File: src/sv/rrc_pkg.sv
// shared types and constants of the ramped ratio compressor
package rrc_pkg;

  localparam int SampleW = 24;
  localparam int RatioW  = 23;
  localparam int LenW    = 16;
  localparam int GainW   = 16;
  localparam int CfgW    = 24;
  localparam int CfgIdxW = 3;

  // serial divider: 24 quotient bits, two per cycle
  localparam int DivQuoW     = 24;
  localparam int DivRemW     = 23;
  localparam int DivBitsPerCycle = 2;
  localparam int DivCycles   = DivQuoW / DivBitsPerCycle;
  localparam int DivCntW     = $clog2(DivCycles);

  localparam logic [SampleW-1:0] FullQ23  = 24'd8388608;
  localparam logic [SampleW-1:0] OutMax   = 24'd8388607;
  localparam logic [RatioW-1:0]  UnityQ16 = 23'd65536;
  localparam logic [RatioW-1:0]  MaxRatio = 23'd6553600;

  localparam logic [CfgW-1:0]    ThrReset  = 24'd8388608;
  localparam logic [RatioW-1:0]  RatReset  = 23'd65536;
  localparam logic [LenW-1:0]    AttReset  = 16'd2205;
  localparam logic [LenW-1:0]    RelReset  = 16'd3087;
  localparam logic [GainW-1:0]   GainReset = 16'd4096;

  typedef enum logic [CfgIdxW-1:0] {
    CFG_THRESHOLD = 3'd0,
    CFG_RATIO     = 3'd1,
    CFG_ATTACK    = 3'd2,
    CFG_RELEASE   = 3'd3,
    CFG_MAKEUP    = 3'd4
  } cfg_idx_e;

  typedef enum logic [3:0] {
    ST_IDLE,
    ST_RATE_LD,
    ST_RATE_DIV,
    ST_AMT,
    ST_FACT_LD,
    ST_FACT_DIV,
    ST_FACTOR,
    ST_MUL1,
    ST_MID,
    ST_MUL2,
    ST_OUT
  } state_e;

  typedef struct packed {
    logic load_in;
    logic rate_ld;
    logic amt_upd;
    logic fact_ld;
    logic factor_ld;
    logic mul1;
    logic mid_ld;
    logic mul2;
    logic out_ld;
  } cmd_t;

  typedef struct packed {
    logic div_busy;
    logic out_free;
  } status_t;

endpackage

File: src/sv/rrc_div.sv
// restoring divider, two quotient bits per cycle
module rrc_div (
  input  logic                         clk_i,
  input  logic                         rst_ni,
  input  logic                         load_i,
  input  logic [rrc_pkg::DivRemW-1:0]  rem_init_i,
  input  logic [rrc_pkg::DivQuoW-1:0]  dvd_init_i,
  input  logic [rrc_pkg::DivRemW-1:0]  divisor_i,
  output logic                         busy_o,
  output logic [rrc_pkg::DivQuoW-1:0]  quo_o
);

  logic                        busy_q, busy_d;
  logic [rrc_pkg::DivCntW-1:0] cnt_q, cnt_d;
  logic [rrc_pkg::DivRemW-1:0] rem_q, rem_d;
  logic [rrc_pkg::DivQuoW-1:0] dvd_q, dvd_d;
  logic [rrc_pkg::DivRemW-1:0] dsr_q, dsr_d;

  logic [rrc_pkg::DivRemW:0]   s0, s1, dsr_x;
  logic [rrc_pkg::DivRemW-1:0] r0, r1;
  logic                        q0, q1;

  always_comb begin
    dsr_x = {1'b0, dsr_q};
    s0 = {rem_q, dvd_q[rrc_pkg::DivQuoW-1]};
    if (s0 >= dsr_x) begin
      r0 = rrc_pkg::DivRemW'(s0 - dsr_x);
      q0 = 1'b1;
    end else begin
      r0 = s0[rrc_pkg::DivRemW-1:0];
      q0 = 1'b0;
    end
    s1 = {r0, dvd_q[rrc_pkg::DivQuoW-2]};
    if (s1 >= dsr_x) begin
      r1 = rrc_pkg::DivRemW'(s1 - dsr_x);
      q1 = 1'b1;
    end else begin
      r1 = s1[rrc_pkg::DivRemW-1:0];
      q1 = 1'b0;
    end
  end

  always_comb begin
    busy_d = busy_q;
    cnt_d  = cnt_q;
    rem_d  = rem_q;
    dvd_d  = dvd_q;
    dsr_d  = dsr_q;
    if (load_i) begin
      busy_d = 1'b1;
      cnt_d  = '0;
      rem_d  = rem_init_i;
      dvd_d  = dvd_init_i;
      dsr_d  = divisor_i;
    end else if (busy_q) begin
      rem_d = r1;
      dvd_d = {dvd_q[rrc_pkg::DivQuoW-3:0], q0, q1};
      cnt_d = cnt_q + 1'b1;
      if (cnt_q == rrc_pkg::DivCntW'(rrc_pkg::DivCycles - 1)) begin
        busy_d = 1'b0;
      end
    end
  end

  always_ff @(posedge clk_i or negedge rst_ni) begin
    if (!rst_ni) begin
      busy_q <= 1'b0;
      cnt_q  <= '0;
    end else begin
      busy_q <= busy_d;
      cnt_q  <= cnt_d;
    end
  end

  always_ff @(posedge clk_i) begin
    rem_q <= rem_d;
    dvd_q <= dvd_d;
    dsr_q <= dsr_d;
  end

  assign busy_o = busy_q;
  assign quo_o  = dvd_q;

endmodule

File: src/sv/rrc_dp.sv
// datapath: config registers, amount state, divider, multipliers, output register
module rrc_dp (
  input  logic                                clk_i,
  input  logic                                rst_ni,
  input  rrc_pkg::cmd_t                       cmd_i,
  output rrc_pkg::status_t                    status_o,
  input  logic                                cfg_we_i,
  input  logic [rrc_pkg::CfgIdxW-1:0]         cfg_idx_i,
  input  logic [rrc_pkg::CfgW-1:0]            cfg_data_i,
  input  logic signed [rrc_pkg::SampleW-1:0]  sample_in_i,
  input  logic                                block_end_i,
  output logic                                out_valid_o,
  input  logic                                out_ready_i,
  output logic signed [rrc_pkg::SampleW-1:0]  sample_out_o,
  output logic                                block_end_out_o,
  output logic [rrc_pkg::RatioW-1:0]          amount_out_o
);

  // configuration
  logic [rrc_pkg::CfgW-1:0]    thr_cfg_q;
  logic [rrc_pkg::RatioW-1:0]  rat_cfg_q;
  logic [rrc_pkg::LenW-1:0]    att_cfg_q, rel_cfg_q;
  logic [rrc_pkg::GainW-1:0]   gain_q;

  always_ff @(posedge clk_i or negedge rst_ni) begin
    if (!rst_ni) begin
      thr_cfg_q <= rrc_pkg::ThrReset;
      rat_cfg_q <= rrc_pkg::RatReset;
      att_cfg_q <= rrc_pkg::AttReset;
      rel_cfg_q <= rrc_pkg::RelReset;
      gain_q    <= rrc_pkg::GainReset;
    end else if (cfg_we_i) begin
      case (rrc_pkg::cfg_idx_e'(cfg_idx_i))
        rrc_pkg::CFG_THRESHOLD: thr_cfg_q <= cfg_data_i;
        rrc_pkg::CFG_RATIO:     rat_cfg_q <= cfg_data_i[rrc_pkg::RatioW-1:0];
        rrc_pkg::CFG_ATTACK:    att_cfg_q <= cfg_data_i[rrc_pkg::LenW-1:0];
        rrc_pkg::CFG_RELEASE:   rel_cfg_q <= cfg_data_i[rrc_pkg::LenW-1:0];
        rrc_pkg::CFG_MAKEUP:    gain_q    <= cfg_data_i[rrc_pkg::GainW-1:0];
        default: ;
      endcase
    end
  end

  // clamped settings
  logic [rrc_pkg::SampleW-1:0] thr;
  logic [rrc_pkg::RatioW-1:0]  rat;
  logic [rrc_pkg::LenW-1:0]    att, rel;

  always_comb begin
    thr = (thr_cfg_q > rrc_pkg::FullQ23) ? rrc_pkg::FullQ23 : thr_cfg_q;
    if (rat_cfg_q < rrc_pkg::UnityQ16) begin
      rat = rrc_pkg::UnityQ16;
    end else if (rat_cfg_q > rrc_pkg::MaxRatio) begin
      rat = rrc_pkg::MaxRatio;
    end else begin
      rat = rat_cfg_q;
    end
    att = (att_cfg_q == '0) ? rrc_pkg::LenW'(1) : att_cfg_q;
    rel = (rel_cfg_q == '0) ? rrc_pkg::LenW'(1) : rel_cfg_q;
  end

  // request capture
  logic [rrc_pkg::SampleW-1:0] raw, mag_q;
  logic                        neg_q, blk_q;

  assign raw = sample_in_i;

  always_ff @(posedge clk_i) begin
    if (cmd_i.load_in) begin
      neg_q <= raw[rrc_pkg::SampleW-1];
      mag_q <= raw[rrc_pkg::SampleW-1] ? rrc_pkg::SampleW'(24'd0 - raw) : raw;
      blk_q <= block_end_i;
    end
  end

  logic above;
  assign above = mag_q > thr;

  // shared divider
  logic                        div_load, div_busy;
  logic [rrc_pkg::DivRemW-1:0] div_rem_init, div_dsr;
  logic [rrc_pkg::DivQuoW-1:0] div_dvd_init, div_quo;
  logic [rrc_pkg::SampleW-1:0] head;
  logic [rrc_pkg::RatioW-1:0]  amt_q;

  assign head     = rrc_pkg::SampleW'(rrc_pkg::FullQ23 - thr);
  assign div_load = cmd_i.rate_ld | cmd_i.fact_ld;

  always_comb begin
    if (cmd_i.rate_ld) begin
      div_rem_init = '0;
      div_dvd_init = {1'b0, rat};
      div_dsr      = {7'b0, (above ? att : rel)};
    end else begin
      // (head << 16) / amount, top 16 quotient bits known zero
      div_rem_init = {7'b0, head[rrc_pkg::SampleW-1:8]};
      div_dvd_init = {head[7:0], 16'b0};
      div_dsr      = amt_q;
    end
  end

  rrc_div u_div (
    .clk_i      (clk_i),
    .rst_ni     (rst_ni),
    .load_i     (div_load),
    .rem_init_i (div_rem_init),
    .dvd_init_i (div_dvd_init),
    .divisor_i  (div_dsr),
    .busy_o     (div_busy),
    .quo_o      (div_quo)
  );

  // amount ramp with clamp
  logic [rrc_pkg::RatioW-1:0] step, amt_d;
  logic [rrc_pkg::RatioW:0]   up_sum, down_lim;

  always_comb begin
    step     = div_quo[rrc_pkg::RatioW-1:0];
    up_sum   = {1'b0, amt_q} + {1'b0, step};
    down_lim = {1'b0, rrc_pkg::UnityQ16} + {1'b0, step};
    if (above) begin
      amt_d = (up_sum > {1'b0, rat}) ? rat : up_sum[rrc_pkg::RatioW-1:0];
    end else if ({1'b0, amt_q} < down_lim) begin
      amt_d = rrc_pkg::UnityQ16;
    end else begin
      amt_d = amt_q - step;
    end
  end

  always_ff @(posedge clk_i or negedge rst_ni) begin
    if (!rst_ni) begin
      amt_q <= rrc_pkg::UnityQ16;
    end else if (cmd_i.amt_upd) begin
      amt_q <= amt_d;
    end
  end

  // gain chain
  logic [rrc_pkg::SampleW-1:0]   factor_q, mid_q;
  logic [2*rrc_pkg::SampleW-1:0] prod1_q, prod1_rnd;
  logic [rrc_pkg::SampleW+rrc_pkg::GainW-1:0] prod2_q, prod2_rnd;

  assign prod1_rnd = prod1_q + (2*rrc_pkg::SampleW)'(1 << 22);
  assign prod2_rnd = prod2_q + (rrc_pkg::SampleW + rrc_pkg::GainW)'(1 << 11);

  always_ff @(posedge clk_i) begin
    if (cmd_i.factor_ld) begin
      factor_q <= rrc_pkg::SampleW'(thr + div_quo);
    end
    if (cmd_i.mul1) begin
      prod1_q <= mag_q * factor_q;
    end
    if (cmd_i.mid_ld) begin
      mid_q <= prod1_rnd[23 +: rrc_pkg::SampleW];
    end
    if (cmd_i.mul2) begin
      prod2_q <= mid_q * gain_q;
    end
  end

  // rounding, saturation, sign
  logic [rrc_pkg::SampleW+rrc_pkg::GainW-13:0] res;
  logic [rrc_pkg::SampleW-1:0] res_sat, out_val;

  always_comb begin
    res = prod2_rnd[rrc_pkg::SampleW+rrc_pkg::GainW-1:12];
    if (neg_q) begin
      res_sat = (res > 28'(rrc_pkg::FullQ23)) ? rrc_pkg::FullQ23
                                               : res[rrc_pkg::SampleW-1:0];
      out_val = rrc_pkg::SampleW'(24'd0 - res_sat);
    end else begin
      res_sat = (res > 28'(rrc_pkg::OutMax)) ? rrc_pkg::OutMax
                                              : res[rrc_pkg::SampleW-1:0];
      out_val = res_sat;
    end
  end

  // output register
  logic                        out_valid_q;
  logic [rrc_pkg::SampleW-1:0] out_sample_q;
  logic                        out_blk_q;
  logic [rrc_pkg::RatioW-1:0]  out_amt_q;

  always_ff @(posedge clk_i or negedge rst_ni) begin
    if (!rst_ni) begin
      out_valid_q <= 1'b0;
    end else if (cmd_i.out_ld) begin
      out_valid_q <= 1'b1;
    end else if (out_ready_i) begin
      out_valid_q <= 1'b0;
    end
  end

  always_ff @(posedge clk_i) begin
    if (cmd_i.out_ld) begin
      out_sample_q <= out_val;
      out_blk_q    <= blk_q;
      out_amt_q    <= amt_q;
    end
  end

  assign status_o.div_busy = div_busy;
  assign status_o.out_free = !out_valid_q || out_ready_i;

  assign out_valid_o     = out_valid_q;
  assign sample_out_o    = out_sample_q;
  assign block_end_out_o = out_blk_q;
  assign amount_out_o    = out_amt_q;

endmodule

File: src/sv/rrc_ctrl.sv
// controller state machine sequencing one request through the datapath
module rrc_ctrl (
  input  logic             clk_i,
  input  logic             rst_ni,
  input  logic             in_valid_i,
  output logic             in_ready_o,
  input  rrc_pkg::status_t status_i,
  output rrc_pkg::cmd_t    cmd_o
);

  rrc_pkg::state_e state_q, state_d;

  always_ff @(posedge clk_i or negedge rst_ni) begin
    if (!rst_ni) begin
      state_q <= rrc_pkg::ST_IDLE;
    end else begin
      state_q <= state_d;
    end
  end

  always_comb begin
    state_d    = state_q;
    cmd_o      = '0;
    in_ready_o = 1'b0;
    case (state_q)
      rrc_pkg::ST_IDLE: begin
        in_ready_o = 1'b1;
        if (in_valid_i) begin
          cmd_o.load_in = 1'b1;
          state_d       = rrc_pkg::ST_RATE_LD;
        end
      end
      rrc_pkg::ST_RATE_LD: begin
        cmd_o.rate_ld = 1'b1;
        state_d       = rrc_pkg::ST_RATE_DIV;
      end
      rrc_pkg::ST_RATE_DIV: begin
        if (!status_i.div_busy) begin
          state_d = rrc_pkg::ST_AMT;
        end
      end
      rrc_pkg::ST_AMT: begin
        cmd_o.amt_upd = 1'b1;
        state_d       = rrc_pkg::ST_FACT_LD;
      end
      rrc_pkg::ST_FACT_LD: begin
        cmd_o.fact_ld = 1'b1;
        state_d       = rrc_pkg::ST_FACT_DIV;
      end
      rrc_pkg::ST_FACT_DIV: begin
        if (!status_i.div_busy) begin
          state_d = rrc_pkg::ST_FACTOR;
        end
      end
      rrc_pkg::ST_FACTOR: begin
        cmd_o.factor_ld = 1'b1;
        state_d         = rrc_pkg::ST_MUL1;
      end
      rrc_pkg::ST_MUL1: begin
        cmd_o.mul1 = 1'b1;
        state_d    = rrc_pkg::ST_MID;
      end
      rrc_pkg::ST_MID: begin
        cmd_o.mid_ld = 1'b1;
        state_d      = rrc_pkg::ST_MUL2;
      end
      rrc_pkg::ST_MUL2: begin
        cmd_o.mul2 = 1'b1;
        state_d    = rrc_pkg::ST_OUT;
      end
      rrc_pkg::ST_OUT: begin
        // hold until the output register can take the result
        if (status_i.out_free) begin
          cmd_o.out_ld = 1'b1;
          state_d      = rrc_pkg::ST_IDLE;
        end
      end
      default: begin
        state_d = rrc_pkg::ST_IDLE;
      end
    endcase
  end

endmodule

File: src/sv/ramped_ratio_compressor_top.sv
// top level of the ramped ratio compressor
//
// Sample compressor with a ramped compression amount. One request on the
// input channel (in_valid_i / in_ready_o) carries a Q1.23 sample and a block
// end flag; one result on the output channel (out_valid_o / out_ready_i)
// carries the compressed, gained and saturated sample, the flag and the
// compression amount after that sample.
// From input accept to output valid, a request makes two passes through
// one serial divider (ramp step, then gain factor), each pass a load,
// iterations of two quotient bits each, and done, plus the amount update,
// the factor register, two registered multiplies, the rounding register and
// the output load. One request is in flight at a time: the controller takes
// the next request only after it has loaded the last result for output.
// A finished result sits in the output register; the next request is taken
// while it waits. If the receiver stalls, the following result waits in the
// controller until the output register frees up, and no new request is taken.
// Reset restores the configuration defaults and sets the amount to 1.0.
// Configuration writes (cfg_we_i, cfg_idx_i, cfg_data_i) take effect at once
// and are meant to be issued while the block is idle.
module ramped_ratio_compressor_top (
  input  logic                                clk_i,
  input  logic                                rst_ni,
  input  logic                                cfg_we_i,
  input  logic [rrc_pkg::CfgIdxW-1:0]         cfg_idx_i,
  input  logic [rrc_pkg::CfgW-1:0]            cfg_data_i,
  input  logic                                in_valid_i,
  output logic                                in_ready_o,
  input  logic signed [rrc_pkg::SampleW-1:0]  sample_in_i,
  input  logic                                block_end_i,
  output logic                                out_valid_o,
  input  logic                                out_ready_i,
  output logic signed [rrc_pkg::SampleW-1:0]  sample_out_o,
  output logic                                block_end_out_o,
  output logic [rrc_pkg::RatioW-1:0]          amount_out_o
);

  rrc_pkg::cmd_t    cmd;
  rrc_pkg::status_t status;

  rrc_ctrl u_ctrl (
    .clk_i      (clk_i),
    .rst_ni     (rst_ni),
    .in_valid_i (in_valid_i),
    .in_ready_o (in_ready_o),
    .status_i   (status),
    .cmd_o      (cmd)
  );

  rrc_dp u_dp (
    .clk_i           (clk_i),
    .rst_ni          (rst_ni),
    .cmd_i           (cmd),
    .status_o        (status),
    .cfg_we_i        (cfg_we_i),
    .cfg_idx_i       (cfg_idx_i),
    .cfg_data_i      (cfg_data_i),
    .sample_in_i     (sample_in_i),
    .block_end_i     (block_end_i),
    .out_valid_o     (out_valid_o),
    .out_ready_i     (out_ready_i),
    .sample_out_o    (sample_out_o),
    .block_end_out_o (block_end_out_o),
    .amount_out_o    (amount_out_o)
  );

endmodule

File: config.mk
export PLATFORM = sky130hd
export DESIGN_NAME = ramped_ratio_compressor_top
export DESIGN_NICKNAME = d
export VERILOG_FILES = /design/src/sv/rrc_pkg.sv /design/src/sv/rrc_div.sv /design/src/sv/rrc_dp.sv /design/src/sv/rrc_ctrl.sv /design/src/sv/ramped_ratio_compressor_top.sv
export SDC_FILE = /design/constraint.sdc
export NUM_CORES = 2
export LEC_CHECK = 0
export CAP_MARGIN = 15
export CORE_ASPECT_RATIO = 1.4
export CORE_MARGIN = 2
export CORE_UTILIZATION = 50
export CTS_BUF_LIST = sky130_fd_sc_hd__clkbuf_8
export CTS_CLUSTER_SIZE = 24
export DETAILED_ROUTE_END_ITERATION = 6
export DONT_BUFFER_PORTS = 1
export GPL_TIMING_DRIVEN = 0
export SYNTH_ARGS = -nofsm -noshare
export SYNTH_HDL_FRONTEND = slang
export SYNTH_HIERARCHICAL = 1
export SYNTH_SLANG_ARGS = --single-unit
File: constraint.sdc
create_clock -name clk_i -period 16.74 [get_ports clk_i]
set_input_delay 3.348 -clock clk_i [delete_from_list [all_inputs] [get_ports clk_i]]
set_output_delay 3.348 -clock clk_i [all_outputs]
set_load 0.01 [all_outputs]
* Yosys cells after proc, flatten, opt, wreduce, memory -nomap -nowiden *
Cells that the tools add are included.

word-level totals
  memories kept = 0
  bits of input ports = 57
  output and inout port bits = 50
  RAM bits = 0
  word-level logic and storage cells = 131
  flip-flop bits (word level) = 407
  bits in latches = 0
  bits in read-only memories = 0

cells by class
  add/sub/neg operators = 12
  shift-type cells = 0
  bitwise logic cells = 1
  reductions and logical operators = 14
  equality and inequality tests = 19
  multipliers = 2
  $lt $le $gt $ge = 10
  mux-type cells = 48
  divide/modulo/power cells = 0

operators by type and width
  operator                number
  $mux 23                 10
  $mux 24                 7
  $mux 16                 5
  $sub 23x23->23          3
  $ge 24x23->1            2
  $sub 1x24->24 const A   2
  $add 47x23->47 const B  1
  $mul 24x24->47          1
  $pmux 4 s11             1
  $add 40x12->40 const B  1
  $mul 24x16->40          1
  $logic_not 16->1        2
  $gt 28x23->1 const B    1
  $gt 28x24->1 const B    1
  $add 17x23->24 const A  1
  $add 23x23->24          1
  $add 24x24->24          1
  $gt 24x23->1            1
  $gt 24x24->1            1
  $gt 24x24->1 const B    1
  $lt 23x24->1            1
  $mux 4                  6
  $sub 24x24->24 const A  1
  $gt 23x23->1 const B    1
  19 further kinds        53

* Logic depth before layout (Yosys ltp) *
  depth after elaboration = 6
  gate-level depth with buffers = 27
  mapped depth without buffers = 26

* By module *
Netlist, hierarchy kept.

by module, submodules not included
  module    cells an instance  seq. area each (um^2)  area each (um^2)  instances
  rrc_dp    5127               8282.9                 48049.8           1
  rrc_div   576                2227.1                 5700.5            1
  rrc_ctrl  40                 100.1                  319.1             1

* Worst setup path before layout *
OpenSTA, ideal clock, no wires.

  path kind = reg-to-reg
  from = register u_dp/factor_q[3] (netlist bit)
  to = register u_dp/prod1_q[46] (netlist bit), data pin
  buffers on the path = 1
  library setup time = 0.260 ns
  data arrival time = 6.562 ns
  required time = 16.480 ns
  clock period less this slack = 6.822 ns
  stages on the path, launching flop included = 26
  slack = 9.918 ns
  path through = edfxtp_1 > clkbuf_1 > nand2_1 > fa_1 > inv_1 > fa_1 > inv_1 > fa_1 > fa_1 > inv_1 > fa_1 > fa_1 > inv_1 > fa_1 > inv_1 > ha_1 > a21o_1 > a221o_1 > a21oi_1 > o21ai_0 > o21ai_1 > o31ai_1 > o31ai_1 > o2111ai_1 > a21oi_1 > xnor2_1

between the ends
  longest elaborated chain between the ends = 1

ends and longest elaborated chain
  what                    line           RTL
  from (decl)             rrc_dp.sv:139  logic [rrc_pkg::SampleW-1:0] factor_q, mid_q;
  from (signal assigned)  rrc_dp.sv:148  factor_q <= rrc_pkg::SampleW'(thr + div_quo);
  $mul 24x24->47          rrc_dp.sv:151  prod1_q <= mag_q * factor_q;
  to (signal assigned)    rrc_dp.sv:151
  to (decl)               rrc_dp.sv:140  logic [2*rrc_pkg::SampleW-1:0] prod1_q, prod1_rnd;

No other way between the ends.
A chain may end at the register's enable or synchronous reset.

* Worst setup path in the final report *
  from = register u_dp/mag_q[12] (netlist bit)
  to = register u_dp/prod1_q[46] (netlist bit), data pin

between the ends
  longest elaborated chain between the ends = 1

ends and longest elaborated chain
  what                    line           RTL
  from (decl)             rrc_dp.sv:63   logic [rrc_pkg::SampleW-1:0] raw, mag_q;
  from (signal assigned)  rrc_dp.sv:71   mag_q <= raw[rrc_pkg::SampleW-1] ? rrc_pkg::SampleW'(24'd0 - raw) : raw;
  $mul 24x24->47          rrc_dp.sv:151

No other way between the ends.

==> metrics.cfg <==
[worst_setup_path]
cp-end-kind=flip-flop
critPathKind=flip-flop to flip-flop
critPathMaxFanout=10
crit_chain=clkbuf_1, nand2_1, fa_1, fa_1, inv_1, fa_1, fa_1, fa_1, fa_1, inv_1, fa_1, inv_1, ha_1, nand4_1, a211oi_1, nor3_1, o21ai_0, o21ai_1, o31ai_1, o31ai_1, o2111ai_1, a21oi_1, xnor2_1
critical_path.slowest_cell=nor3_1
r2r-start=u_dp/mag_q[12]
cp.arrival_ns=10.14
cp-start-kind=flip-flop
crit_top_cell=fa_1
required_ns=17.18
worstSetupStartpoint=u_dp/mag_q[12]
max_stage_delay_ns=0.98

[final_layout]
fillers=9973
drive_gt1_frac=0.0597
multi_input_area_um2=38700
syn_to_final_growth_pct=6.19
seq_area_um2=10600
layout.nets=7121

[synth]
yosysMostFrequentCell=inv_1
synth_edf_count=246
ys.flop_type=edfxtp_1
yosys_warnings=6
yosys-top-cells-count=inv_1, fa_1, nand2_1
ys_ff_latch=374
synth.area.top_cells=fa_1, edfxtp_1, ha_1, inv_1, nand2_1
postSynthAreaPerCell_um2=9.41
synth_cell_types=107
ys_seq_area_frac=0.196
synthArstFlopShare=0.342
syn_inst=5743
synth_top_area_cell=fa_1
synth_area_um2=54100
yosys.area.top_type_share=0.292

[floorplanning]
fp.dieW_um=282
initial_core_util=0.505
die_area_um2=111000
dieHeight_um=393
rows=142
core_um2=107000
num_io_pins=107

[clock_network]
hold_buffers=0
cts.htree.levels=3
cts.clk_slew.worst_paths_ns=0.06
clockRootBuffer=clkbuf_8
cts_sinks=374
clock_latency_ns=0.75
cts_buffers=68
cts_resized=0
cts_setup_buffers=0
cts_tree=done
clock_path_buffers=3

[worst_hold_path]
hp-class=flip-flop to flip-flop
holdCritStartpoint=u_dp/blk_q

[routing]
drt-total-wl_um=170000
drtIter0Drc=2933
drt_drc_violations_left=0
avgRoutedWirePerCell_um=23.2
ant_nets=0
vias_per_cell=5.63
drtPass1Iterations=7
vias=41300

[placed_design]
io_buffer_count=0
place_hpwl_um=141000
place_congestion=0.992

[sta]
tightest_slew_ns=1.23
timing.fmax_ghz=0.103
clock_skew_ns=0.0659
slew_headroom=0.177
maxSlewViolCount=0
final-setup-viol-count=0
hold_viol=0
post-route-period-util=0.579
tns_ns=0
rsz0062_at_grt=no
period_needed_ns=9.69

[status]
status=completed

[grt]
grt_util_all_layers=0.314
grt_pass1_vias=43100
grt_pass1_wl_um=259000
grt_max_degree=129
gr-total-overflow=0
antenna_found_initial=5

[job]
cap_violations=0

-- cell type report --
cell class	count	share of cell area
clock inverter	49	0.00628
tap	1440	0.0314
inverter	991	0.0648
buffer	247	0.0183
clock buffer	74	0.0177
timing repair buffer	7	0.00174
antenna	7	0.000305
multi-input combinational	4137	0.675
sequential	374	0.185
-- critical path, delay by kind of cell, from the launching register on --
| kind | cells | cell delay (ns) |
|---|---|---|
| xor gates and xnor gates | 1 | 0.08 |
| adders and majority gates | 8 | 4.14 |
| buffers and inverters | 4 | 1.04 |
| AOI/OAI and AO/OA | 7 | 1.99 |
| DFF | 1 | 0.77 |
| and+or+nand+nor | 3 | 1.34 |
-- cells by family after synthesis --
logic type	after synthesis	synth area share
compound gates	679	0.0830
xor+xnor	239	0.0387
flops	374	0.196
mux	162	0.0328
other cells	1	0.0000694
buf+inv	1238	0.0883
fa+ha+maj	1238	0.396
simple gates	1812	0.165
-- per-layer routing --
metal	global-route usage	vias to the layer above	share of wire
met3	0.0418	499	0.063
li1	-	18600	-
met2	0.535	1520	0.49
met4	0.186	2	0.068
met5	0	-	0.000047
met1	0.380	20700	0.38
-- through the flow --
stage / area [um^2] / setup slack [ns] / util / instances / hold WS (ns)
after CTS: 57400 / 7.08 / 0.536 / 7319 / 0.532
after global placement: 55900 / 7.23 / 0.522 / 7189 / 0.512
after floorplan: 54100 / 9.92 / - / 5749 / 0.400
after global routing: 57400 / 6.85 / 0.536 / 7323 / 0.516
final: 57400 / 7.05 / 0.536 / 7326 / 0.502
after detailed placement: 56000 / 7.18 / 0.523 / 7196 / 0.515
-- worst paths after layout --
kind                       cells past startpoint  slack (ns)              endpoint
max                                           23        7.05      u_dp/prod1_q[46]
min                                            0        0.50  u_dp/block_end_out_o
max reg2reg                                   23        7.05      u_dp/prod1_q[46]
min reg2reg                                    0        0.50  u_dp/block_end_out_o
max in group asynchronous                      0       14.10       u_dp/gain_q[12]
min in group asynchronous                      0        2.31         u_dp/amt_q[8]
-- sequential cells by signal, summed over array words and instances, names as in the netlist, 16 cells and up --
register and count:
u_dp/prod2_q 29, u_dp/prod1_q 25, u_dp/factor_q 24, u_dp/mag_q 24, u_dp/mid_q 24, u_dp/sample_out_o 24, u_dp/thr_cfg_q 24, u_dp/u_div/quo_o 24
u_dp/amount_out_o 23, u_dp/amt_q 23, u_dp/rat_cfg_q 23, u_dp/u_div/dsr_q 23, u_dp/u_div/rem_q 23, u_dp/att_cfg_q 16, u_dp/gain_q 16, u_dp/rel_cfg_q 16
-- cell usage in the layout (no fill, tap or decap), types with 13 or more instances in the layout --
master / Yosys / routed
mux2_2: 121 / 121
fa_1: 790 / 790
nand3_1: 76 / 76
or3_1: 17 / 17
and2_1: 421 / 421
o21ai_1: 20 / 20
nor2_1: 223 / 221
o21ai_0: 124 / 124
a22oi_1: 13 / 13
clkbuf_8: 0 / 74
xor2_1: 65 / 65
dfrtp_1: 112 / 112
and4_1: 18 / 18
a21oi_1: 212 / 212
o221ai_1: 13 / 13
nor4_1: 17 / 17
a31oi_1: 28 / 28
a21o_1: 63 / 63
nand2_1: 762 / 762
nand4_1: 33 / 33
nor3_1: 67 / 66
nor2b_1: 29 / 28
dfstp_2: 16 / 16
xnor2_1: 174 / 174
a211oi_1: 27 / 27
ha_1: 448 / 448
edfxtp_1: 246 / 246
clkbuf_1: 205 / 205
o21a_1: 29 / 29
or2_2: 22 / 22
inv_1: 986 / 1010
mux2i_1: 40 / 40
buf_2: 18 / 18
nand2b_1: 31 / 31
and3_1: 50 / 49
o31ai_1: 16 / 16
Power is left out: the tool's default activity adds up to more than one toggle a clock period on the data nets, which glitch-free logic cannot reach.
